### src/rtl/vbam_pkg.sv
// ----------------------------------------------------------------------------
// vbam_pkg
// Shared types, constants and helpers of the video bus address map.
// ----------------------------------------------------------------------------
package vbam_pkg;

  localparam int unsigned ADDR_W      = 14;
  localparam int unsigned DATA_W      = 8;
  localparam int unsigned MODE_W      = 2;
  localparam int unsigned PAL_IDX_W   = 5;
  localparam int unsigned PAL_DEPTH   = 28;
  localparam int unsigned PATTERN_HALF_BYTES_DEF = 4096;
  localparam int unsigned WINDOW_BYTES_DEF       = 1024;

  // Address bits 13:8 all set select the palette
  localparam logic [5:0] PAL_PAGE_HI = 6'h3F;

  typedef enum logic {
    OP_READ  = 1'b0,
    OP_WRITE = 1'b1
  } op_e;

  typedef enum logic [1:0] {
    MIR_VERTICAL   = 2'd0,
    MIR_HORIZONTAL = 2'd1,
    MIR_ONE_SCREEN = 2'd2,
    MIR_FOUR       = 2'd3
  } mirror_e;

  typedef enum logic [1:0] {
    TGT_PATTERN   = 2'd0,
    TGT_NAMETABLE = 2'd1,
    TGT_PALETTE   = 2'd2
  } target_e;

  typedef struct packed {
    target_e tgt;
    logic    rd;
    logic    wr;
  } access_t;

  // Fold the 32 palette addresses onto 28 stored bytes
  function automatic logic [PAL_IDX_W-1:0] pal_slot(input logic [PAL_IDX_W-1:0] idx);
    logic [PAL_IDX_W-1:0] slot;
    if (!idx[4]) begin
      slot = idx;
    end else if (idx[1:0] == 2'd0) begin
      slot = {1'b0, idx[3:0]};
    end else begin
      slot = PAL_IDX_W'(16) + PAL_IDX_W'(idx[3:2]) * PAL_IDX_W'(3)
           + PAL_IDX_W'(idx[1:0]) - PAL_IDX_W'(1);
    end
    return slot;
  endfunction

  function automatic logic [DATA_W-1:0] pal_reset(input int unsigned i);
    logic [DATA_W-1:0] v;
    case (i)
      0:       v = 8'h0d;
      1:       v = 8'h02;
      2:       v = 8'h06;
      3:       v = 8'h0a;
      default: v = 8'h00;
    endcase
    return v;
  endfunction

endpackage

### src/rtl/vbam_decode.sv
// ----------------------------------------------------------------------------
// vbam_decode
// Maps a bus address onto pattern, name-table or palette storage.
// ----------------------------------------------------------------------------
module vbam_decode #(
  parameter int unsigned PAT_AW = 13,
  parameter int unsigned WIN_AW = 10
) (
  input  logic                           valid_i,
  input  logic                           operation_i,
  input  logic [vbam_pkg::ADDR_W-1:0]    address_i,
  input  logic [vbam_pkg::MODE_W-1:0]    mode_i,
  output vbam_pkg::access_t              acc_o,
  output logic [PAT_AW-1:0]              pat_idx_o,
  output logic [WIN_AW+1:0]              nt_idx_o,
  output logic [vbam_pkg::PAL_IDX_W-1:0] pal_idx_o
);

  logic [1:0] window;
  logic [1:0] page;

  assign window = address_i[WIN_AW+1:WIN_AW];

  always_comb begin
    case (vbam_pkg::mirror_e'(mode_i))
      vbam_pkg::MIR_VERTICAL:   page = {1'b0, window[0]};
      vbam_pkg::MIR_HORIZONTAL: page = {1'b0, window[1]};
      vbam_pkg::MIR_ONE_SCREEN: page = 2'd0;
      vbam_pkg::MIR_FOUR:       page = window;
      default:                  page = window;
    endcase
  end

  always_comb begin
    if (!address_i[13]) begin
      acc_o.tgt = vbam_pkg::TGT_PATTERN;
    end else if (address_i[13:8] == vbam_pkg::PAL_PAGE_HI) begin
      acc_o.tgt = vbam_pkg::TGT_PALETTE;
    end else begin
      acc_o.tgt = vbam_pkg::TGT_NAMETABLE;
    end
    acc_o.rd = valid_i && (vbam_pkg::op_e'(operation_i) == vbam_pkg::OP_READ);
    acc_o.wr = valid_i && (vbam_pkg::op_e'(operation_i) == vbam_pkg::OP_WRITE);
  end

  assign pat_idx_o = address_i[PAT_AW-1:0];
  assign nt_idx_o  = {page, address_i[WIN_AW-1:0]};
  assign pal_idx_o = vbam_pkg::pal_slot(address_i[vbam_pkg::PAL_IDX_W-1:0]);

endmodule

### config.mk
export PLATFORM = sky130hd
export DESIGN_NAME = vbam_decode
export DESIGN_NICKNAME = d
export VERILOG_FILES = /design/src/rtl/vbam_pkg.sv /design/src/rtl/vbam_decode.sv
export SDC_FILE = /design/constraint.sdc
export NUM_CORES = 1
export LEC_CHECK = 0
export BUFFER_PORTS_ARGS = -buffer_cell sky130_fd_sc_hd__buf_4
export CORE_AREA = 2 2 39 41
export DETAILED_ROUTE_END_ITERATION = 7
export DIE_AREA = 0 0 41 43
export PLACE_DENSITY = 0.87
export SKIP_LAST_GASP = 1
export SLEW_MARGIN = 20
export SYNTH_ARGS = -nofsm -noshare
export SYNTH_HDL_FRONTEND = slang
export SYNTH_SLANG_ARGS = --single-unit
### constraint.sdc
create_clock -name vclk -period 2.4
set_clock_uncertainty 0.1 [all_clocks]
set_input_delay 0.36 -clock vclk [all_inputs]
set_output_delay 0.36 -clock vclk [all_outputs]
set_load 0.1 [all_outputs]
==> results of run 1 <==
==> how the worst max path moves through the flow <==
stage	start	endpoint	slack (ns)	cells past startpoint
final	address_i[3]	pal_idx_o[3]	-0.25	11
after global routing	address_i[3]	pal_idx_o[3]	-0.29	11
after CTS	address_i[2]	pal_idx_o[3]	-0.26	11
after detailed placement	address_i[3]	pal_idx_o[3]	-0.43	11
after global placement	address_i[2]	pal_idx_o[3]	-0.36	11
after floorplan	address_i[3]	pal_idx_o[3]	-0.38	9
==> cell families (layout without fill, tap and decap cells) <==
family	Yosys count	count (layout)
buf+inv	30	56
compound gates	7	7
simple gates	7	7
fa+ha+maj	5	5
xor+xnor	4	4
mux	3	3
==> stage by stage <==
stage,std cells,worst slack [ns]
after floorplan,56,-0.381
after global placement,97,-0.362
after detailed placement,97,-0.433
after CTS,97,-0.263
after global routing,98,-0.292
final,98,-0.252
==> worst max-delay path: stages <==
cell	delay, ns
buf_12	0.09
inv_12	0.03
ha_4	0.23
xor2_2	0.17
xnor2_1	0.17
ha_2	0.20
inv_2	0.04
fa_2	0.37
xor2_2	0.17
mux2i_4	0.17
buf_12	0.20
==> layout by cell type, fill, tap and decap left out <==
master / instances
ha_1: 2
buf_12: 4
ha_2: 1
nand3_1: 1
o2bb2ai_1: 1
xnor2_1: 2
o21ai_2: 1
a21oi_4: 1
a21oi_2: 1
inv_12: 2
nor2b_1: 1
fa_2: 1
buf_4: 45
mux2i_4: 2
inv_2: 1
mux2i_1: 1
and3_1: 1
inv_1: 4
ha_4: 1
a21oi_1: 2
o21a_1: 1
nor3_2: 1
and2_1: 1
xor2_2: 2
nand2_1: 2
==> report_power, final <==
part           total, mW  internal [mW]  switching (mW)
sequential             0              0               0
combinational      0.403          0.114           0.289
clock                  0              0               0
total              0.403          0.114           0.289
==> area by class of cell <==
cell class         instances  area [um2]
repair buffers            49         418
inverters                  7        51.3
multi-input cells         26         294
well taps                 16        20.0
fillers                  118         601
==> cell usage after synthesis <==
| master | instances | area [um2] |
|---|---|---|
| o21a_1 | 1 | 7.51 |
| nand3_1 | 1 | 5.00 |
| o2bb2ai_1 | 1 | 8.76 |
| xnor2_1 | 2 | 17.5 |
| mux2i_1 | 3 | 30.0 |
| nor3_1 | 1 | 5.00 |
| buf_4 | 23 | 173 |
| a21oi_1 | 4 | 20.0 |
| o21ai_2 | 1 | 8.76 |
| ha_1 | 4 | 50.1 |
| fa_1 | 1 | 20.0 |
| and2_1 | 1 | 6.26 |
| inv_1 | 7 | 26.3 |
| xor2_1 | 2 | 17.5 |
| nand2_1 | 2 | 7.51 |
| and3_1 | 1 | 6.26 |
| nor2b_1 | 1 | 6.26 |
==> what timing repair did <==
action	in CTS	in global routing
resized for setup	14	1
buffers inserted	0	1
hold buffers	0	0
pin swaps	2	0
setup endpoints to repair	2	2
==> metal layers <==
layer  up-vias  routed length (um)  global-route usage
met5         -                   0                   0
met4         0                   6              0.0133
met3         2                 131              0.0105
met2        34                 728               0.291
met1       202                 322               0.108
li1        208                   -                   -
==> impl_metrics.csv, run 1 <==
group,metric,value,unit
cells_and_area,drive_gt1_frac,0.768,
run_status,violations,"setup timing",
logic_synthesis,netlist_instances,56,
place,hpwlAfterDp,1000,um
floorplan,die-area,1760,um2
setup_path,end_kind,"output pin",
cells_and_area,diodes,0,
run_status,status,"complete, but fails checks",
timing,fin_crit,2.65,ns
timing,worst_pin_slew,0.364,ns
logic_synthesis,synth-adder-area-share,0.169,
timing,period_share,1.10,
hold_path,worstHoldPathType,"in -> out",
power_and_ir_drop,power_density,515,nW/um2
logic_synthesis,yosysSeqAreaShare,0,
timing,rsz0062_at_grt,"true",
logic_synthesis,syn_area,415,um2
hold_path,min_path_cells,0,
global_route,grt_pass1_wl,1670,um
power_and_ir_drop,power,0.403,mW
logic_synthesis,synth_compound_area_frac,0.108,
setup_path,crit_path_start_kind,"primary input",
floorplan,io_pins,52,
routing,first_iter_violations,1,
cells_and_area,design_area,783,um2
routing,vias,446,
logic_synthesis,synth_cell_types,17,
setup_path,critPathKind,"in -> out",
power_and_ir_drop,ir_worst_vdd,0.196,mV
timing,slew_viol_final,0,
floorplan,initial_utilization,0.300,
global_route,grt_max_degree,8,
timing,fin_ws,-0.252,ns
timing,slew_headroom,0.757,
routing,remaining_drc_errors,0,
logic_synthesis,synth_top_family_by_area,"buffers and inverters",
global_route,overflow,0,
routing,drt-pass1-iter-count,2,
global_route,grt_antenna_before_repair,0,
timing,max_freq,377,MHz
place,port_buffers,43,
logic_synthesis,yosys_warnings,0,
floorplan,die_y,43,um
cells_and_area,finish.utilization,0.566,
global_route,grtUsageTotal,0.131,
power_and_ir_drop,p_leak,0.395,nW
timing,final_hold_viol_count,0,
hold_path,hold_start,"address_i[7]",
timing,setup_tns,-0.446,ns
place,gp_congestion,0.723,
cells_and_area,syn_to_final_growth,88.6,%
routing,antenna_left,0,
cells_and_area,nClkBuffers,0,
floorplan,rows,14,
logic_synthesis,synthMuxAreaShare,0.0723,
setup_path,cp_max_fo,2,
cells_and_area,design.seq.count,0,
logic_synthesis,avgSynthCellArea,7.42,um2
hold_path,min_to,"pat_idx_o[7]",
floorplan,die_w,41,um
routing,wl_per_cell,12.1,um
run,drv_cap,0,
cells_and_area,nets,107,
routing,vias_per_cell,4.55,
logic_synthesis,yosys.area_share.simple,0.0873,
setup_path,cp.required,1.94,ns
routing,drt_wl_total,1190,um
timing,finalSetupViolCount,2,
logic_synthesis,synth_nets,79,
setup_path,crit_arrival,2.19,ns
cells_and_area,seqCellArea,0,um2
timing,hold_slack,0.620,ns
global_route,grt_pass1_vias,439,
logic_synthesis,synthXorXnorAreaFrac,0.0843,
floorplan,core,1380,um2
place,placed_area,708,um2
No activity file was read; power rests on OpenSTA's default activity.
==> run 2, diff against run 1 <==
Settings changed: SETUP_SLACK_MARGIN from default to 0.15.
==> run 2 against run 1 <==
- critical path depth is the same
- highest routed layer unchanged
- worst hold slack is essentially flat
- critical endpoint unchanged
- largest power group unchanged
- wire length shrank 9.2%
- the run still ends with setup timing left
- final cell count shrank 1.0%
==> impl_metrics.csv, run 2 (synthesis results as in run 1) <==
group,metric,value,unit
run_status,status,"complete, but fails checks",
run_status,violations,"setup timing",
global_route,use_met1,0.109,
floorplan,core,1380,um2
setup_path,crit_slowest_cell,"fa_2",
routing,drt_wl_total,1080,um
clock_tree,postCtsSetupRepairBufs,0,
setup_path,crit_path_start_kind,"primary input",
floorplan,initial_utilization,0.300,
setup_path,cp_cell_sequence,"buf_12 -> inv_12 -> ha_4 -> xor2_2 -> xnor2_1 -> ha_2 -> inv_2 -> fa_2 -> xor2_2 -> mux2i_4 -> buf_12",
cells_and_area,design.seq.count,0,
global_route,overflow,0,
routing,remaining_drc_errors,0,
cells_and_area,seqCellArea,0,um2
floorplan,die_y,43,um
timing,slew_headroom,0.772,
routing,antenna_left,0,
routing,drt-pass1-iter-count,2,
cells_and_area,syn_to_final_growth,88.3,%
floorplan,io_pins,52,
global_route,grt.met3_usage,0.0105,
clock_tree,cts_hold_buf,0,
routing,wl_per_cell,11.1,um
cells_and_area,design_area,782,um2
timing,setup_tns,-0.381,ns
cells_and_area,nClkBuffers,0,
global_route,grt_max_degree,8,
global_route,grt_antenna_before_repair,0,
timing,slew_viol_final,0,
cells_and_area,nFillCells,138,
place,place_inst,97,
setup_path,end_kind,"output pin",
cells_and_area,nets,106,
setup_path,max_stage_delay,0.37,ns
cells_and_area,post_layout_nonfiller_instances,97,
routing,vias,440,
power_and_ir_drop,power_density,515,nW/um2
setup_path,crit_arrival,2.18,ns
cells_and_area,drive_gt1_frac,0.790,
global_route,grt_pass1_vias,435,
timing,max_freq,378,MHz
power_and_ir_drop,power,0.403,mW
setup_path,critPathKind,"in -> out",
setup_path,crit_buf_inv,4,
floorplan,die-area,1760,um2
timing,fin_crit,2.64,ns
place,gp_congestion,0.676,
timing,final_hold_viol_count,0,
cells_and_area,diodes,0,
timing,worst_pin_slew,0.342,ns
global_route,gr-max-usage-layer,"met2",
routing,vias_per_cell,4.54,
timing,rsz0062_at_grt,"true",
global_route,use_met2,0.250,
run,drv_cap,0,
timing,fin_ws,-0.243,ns
setup_path,cp_top_family,"adder cells",
place,port_buffers,43,
cells_and_area,final_cell_mix,"44 x buf_4, 4 x buf_12, 3 x inv_1",
floorplan,rows,14,
setup_path,cp_max_fo,2,
setup_path,cp.required,1.94,ns
power_and_ir_drop,p_leak,0.390,nW
timing,period_share,1.10,
cells_and_area,final_common_cell,"buf_4",
hold_path,worstHoldPathType,"in -> out",
place,hpwlAfterDp,979,um
global_route,grt_pass1_wl,1520,um
global_route,grtUsageTotal,0.118,
place,placed_area,714,um2
floorplan,die_w,41,um
timing,finalSetupViolCount,2,
power_and_ir_drop,ir_worst_vdd,0.194,mV
cells_and_area,finish.utilization,0.565,
routing,first_iter_violations,1,
==> run 2: changes by cell type in the layout (fill, tap and decap cells not counted) <==
cell	change
inv_1	-1
buf_4	-1
inv_2	+1
o2bb2ai_1	-1
o2bb2ai_2	+1
==> run 2: final timing paths <==
check | from | end | slack, ns | cells after the start
max | address_i[3] | pal_idx_o[3] | -0.24 | 11
min | address_i[7] | nt_idx_o[7] | 0.62 | 0
==> run 2: cell type report <==
| type | count | area (um2) | area share |
|---|---|---|---|
| inverter | 7 | 51.3 | 0.0656 |
| multi-input combinational | 26 | 300 | 0.384 |
| tap | 16 | 20.0 | 0.0256 |
| timing repair buffer | 48 | 410 | 0.525 |
==> run 2: repair_timing <==
action                                  4_1_cts  5_1_grt
endpoints found under the setup margin        3        3
pin swaps                                     3        5
gates resized for setup                      12        3
==> run 2: where the power goes <==
group	internal, mW	total [mW]	switching [mW]
Clock	0	0	0
Sequential	0	0	0
Combinational	0.114	0.403	0.288
Total	0.114	0.403	0.288
==> run 2: per-stage QoR <==
step / hold WS [ns] / worst slack [ns]
final: 0.620 / -0.243
after floorplan: 0.787 / -0.381
after detailed placement: 0.622 / -0.427
after global routing: 0.620 / -0.344
after CTS: 0.622 / -0.292
after global placement: 0.622 / -0.363
==> run 2: routing by layer <==
metal,part of all wire,vias to the layer above
met5,0,-
met4,0.0074,0
met3,0.17,4
met2,0.56,38
met1,0.25,194
li1,-,204
==> run 3, diff against run 2 <==
Settings changed: MAX_ROUTING_LAYER from default to met4.
==> run 3 against run 2 <==
- the flow still finishes with violations (setup timing)
- sequential cell count is the same
- cell area is the same
- wire length shrank 0.28%
- non-clock buffer count is the same
- critical path depth is the same
- critical path type unchanged
- highest routed layer unchanged
==> impl_metrics.csv, run 3 (synthesis results as in run 1) <==
group,metric,value,unit
cells_and_area,post_layout_nonfiller_instances,97,
setup_path,end_kind,"output pin",
cells_and_area,final_common_cell,"buf_4",
place,gp_congestion,0.683,
cells_and_area,final_cell_mix,"44 x buf_4, 4 x buf_12, 3 x inv_1",
cells_and_area,syn_to_final_growth,88.3,%
global_route,overflow,0,
setup_path,crit_buf_inv,4,
cells_and_area,finish.utilization,0.565,
timing,slew_headroom,0.772,
global_route,grtUsageTotal,0.121,
timing,finalSetupViolCount,2,
routing,wl_per_cell,11.1,um
routing,vias,440,
cells_and_area,nets,106,
timing,period_share,1.10,
routing,first_iter_violations,1,
run,drv_cap,0,
timing,rsz0062_at_grt,"true",
routing,vias_per_cell,4.54,
floorplan,core,1380,um2
setup_path,crit_path_start_kind,"primary input",
routing,drt-pass1-iter-count,2,
cells_and_area,design.seq.count,0,
timing,final_hold_viol_count,0,
hold_path,worstHoldPathType,"in -> out",
global_route,grt_max_degree,8,
timing,fin_crit,2.64,ns
timing,worst_pin_slew,0.342,ns
routing,antenna_left,0,
run_status,violations,"setup timing",
cells_and_area,seqCellArea,0,um2
global_route,grt_antenna_before_repair,0,
setup_path,crit_slowest_cell,"fa_2",
routing,remaining_drc_errors,0,
clock_tree,postCtsSetupRepairBufs,0,
floorplan,initial_utilization,0.300,
cells_and_area,diodes,0,
place,port_buffers,43,
setup_path,max_stage_delay,0.37,ns
global_route,grt_pass1_vias,435,
cells_and_area,drive_gt1_frac,0.790,
floorplan,rows,14,
timing,slew_viol_final,0,
routing,drt_wl_total,1080,um
floorplan,die_w,41,um
setup_path,cp_cell_sequence,"buf_12 -> inv_12 -> ha_4 -> xor2_2 -> xnor2_1 -> ha_2 -> inv_2 -> fa_2 -> xor2_2 -> mux2i_4 -> buf_12",
timing,max_freq,378,MHz
setup_path,crit_arrival,2.18,ns
cells_and_area,nClkBuffers,0,
floorplan,die-area,1760,um2
setup_path,cp_top_family,"adder cells",
place,place_inst,97,
setup_path,cp_max_fo,2,
run_status,status,"complete, but fails checks",
power_and_ir_drop,ir_worst_vdd,0.194,mV
setup_path,critPathKind,"in -> out",
setup_path,cp.required,1.94,ns
global_route,grt_pass1_wl,1520,um
floorplan,die_y,43,um
power_and_ir_drop,power_density,515,nW/um2
timing,fin_ws,-0.243,ns
place,hpwlAfterDp,979,um
clock_tree,cts_hold_buf,0,
floorplan,io_pins,52,
power_and_ir_drop,p_leak,0.390,nW
run 3: cell counts in the layout (fill, tap and decap cells not counted):
Identical to the previous run, type by type.
run 3: timing repair:
action | CTS | global route
resized for setup | 12 | 3
pin swaps | 3 | 5
setup endpoints to repair | 3 | 3
run 3: worst paths after layout:
| path | endpoint | start | cells after the start |
|---|---|---|---|
| max | pal_idx_o[3] | address_i[3] | 11 |
| min | nt_idx_o[7] | address_i[7] | 0 |
run 3: metrics by stage:
| step | setup WS [ns] | power, mW | area, um2 | hold WS (ns) | TNS, ns |
|---|---|---|---|---|---|
| after floorplan | -0.381 | 0.357 | 507 | 0.787 | -0.693 |
| after global placement | -0.363 | 0.374 | 714 | 0.622 | -0.656 |
| after detailed placement | -0.427 | 0.381 | 714 | 0.622 | -0.764 |
| after CTS | -0.292 | 0.401 | 764 | 0.622 | -0.502 |
| after global routing | -0.344 | 0.417 | 782 | 0.620 | -0.577 |
| final | -0.243 | 0.403 | 782 | 0.620 | -0.381 |
run 3: routing by layer:
layer | routed length (um) | GRT usage | share of wire | up-vias
met1 | 279 | 0.112 | 0.26 | 194
met2 | 609 | 0.250 | 0.57 | 38
met5 | 0 | - | 0 | -
met3 | 180 | 0.00524 | 0.17 | 4
met4 | 8 | 0.0133 | 0.0074 | 0
li1 | - | - | - | 204
run 3: cell type report:
class                           count  area (um2)
Inverter                            7        51.3
Timing Repair Buffer               48         410
Fill cell                         138         602
Tap cell                           16        20.0
Multi-Input combinational cell     26         300
run 3: report_power, final:
group	internal [mW]	switching (mW)	total (mW)	leakage (nW)
Clock	0	0	0	0
Sequential	0	0	0	0
Combinational	0.114	0.288	0.403	0.390
Total	0.114	0.288	0.403	0.390
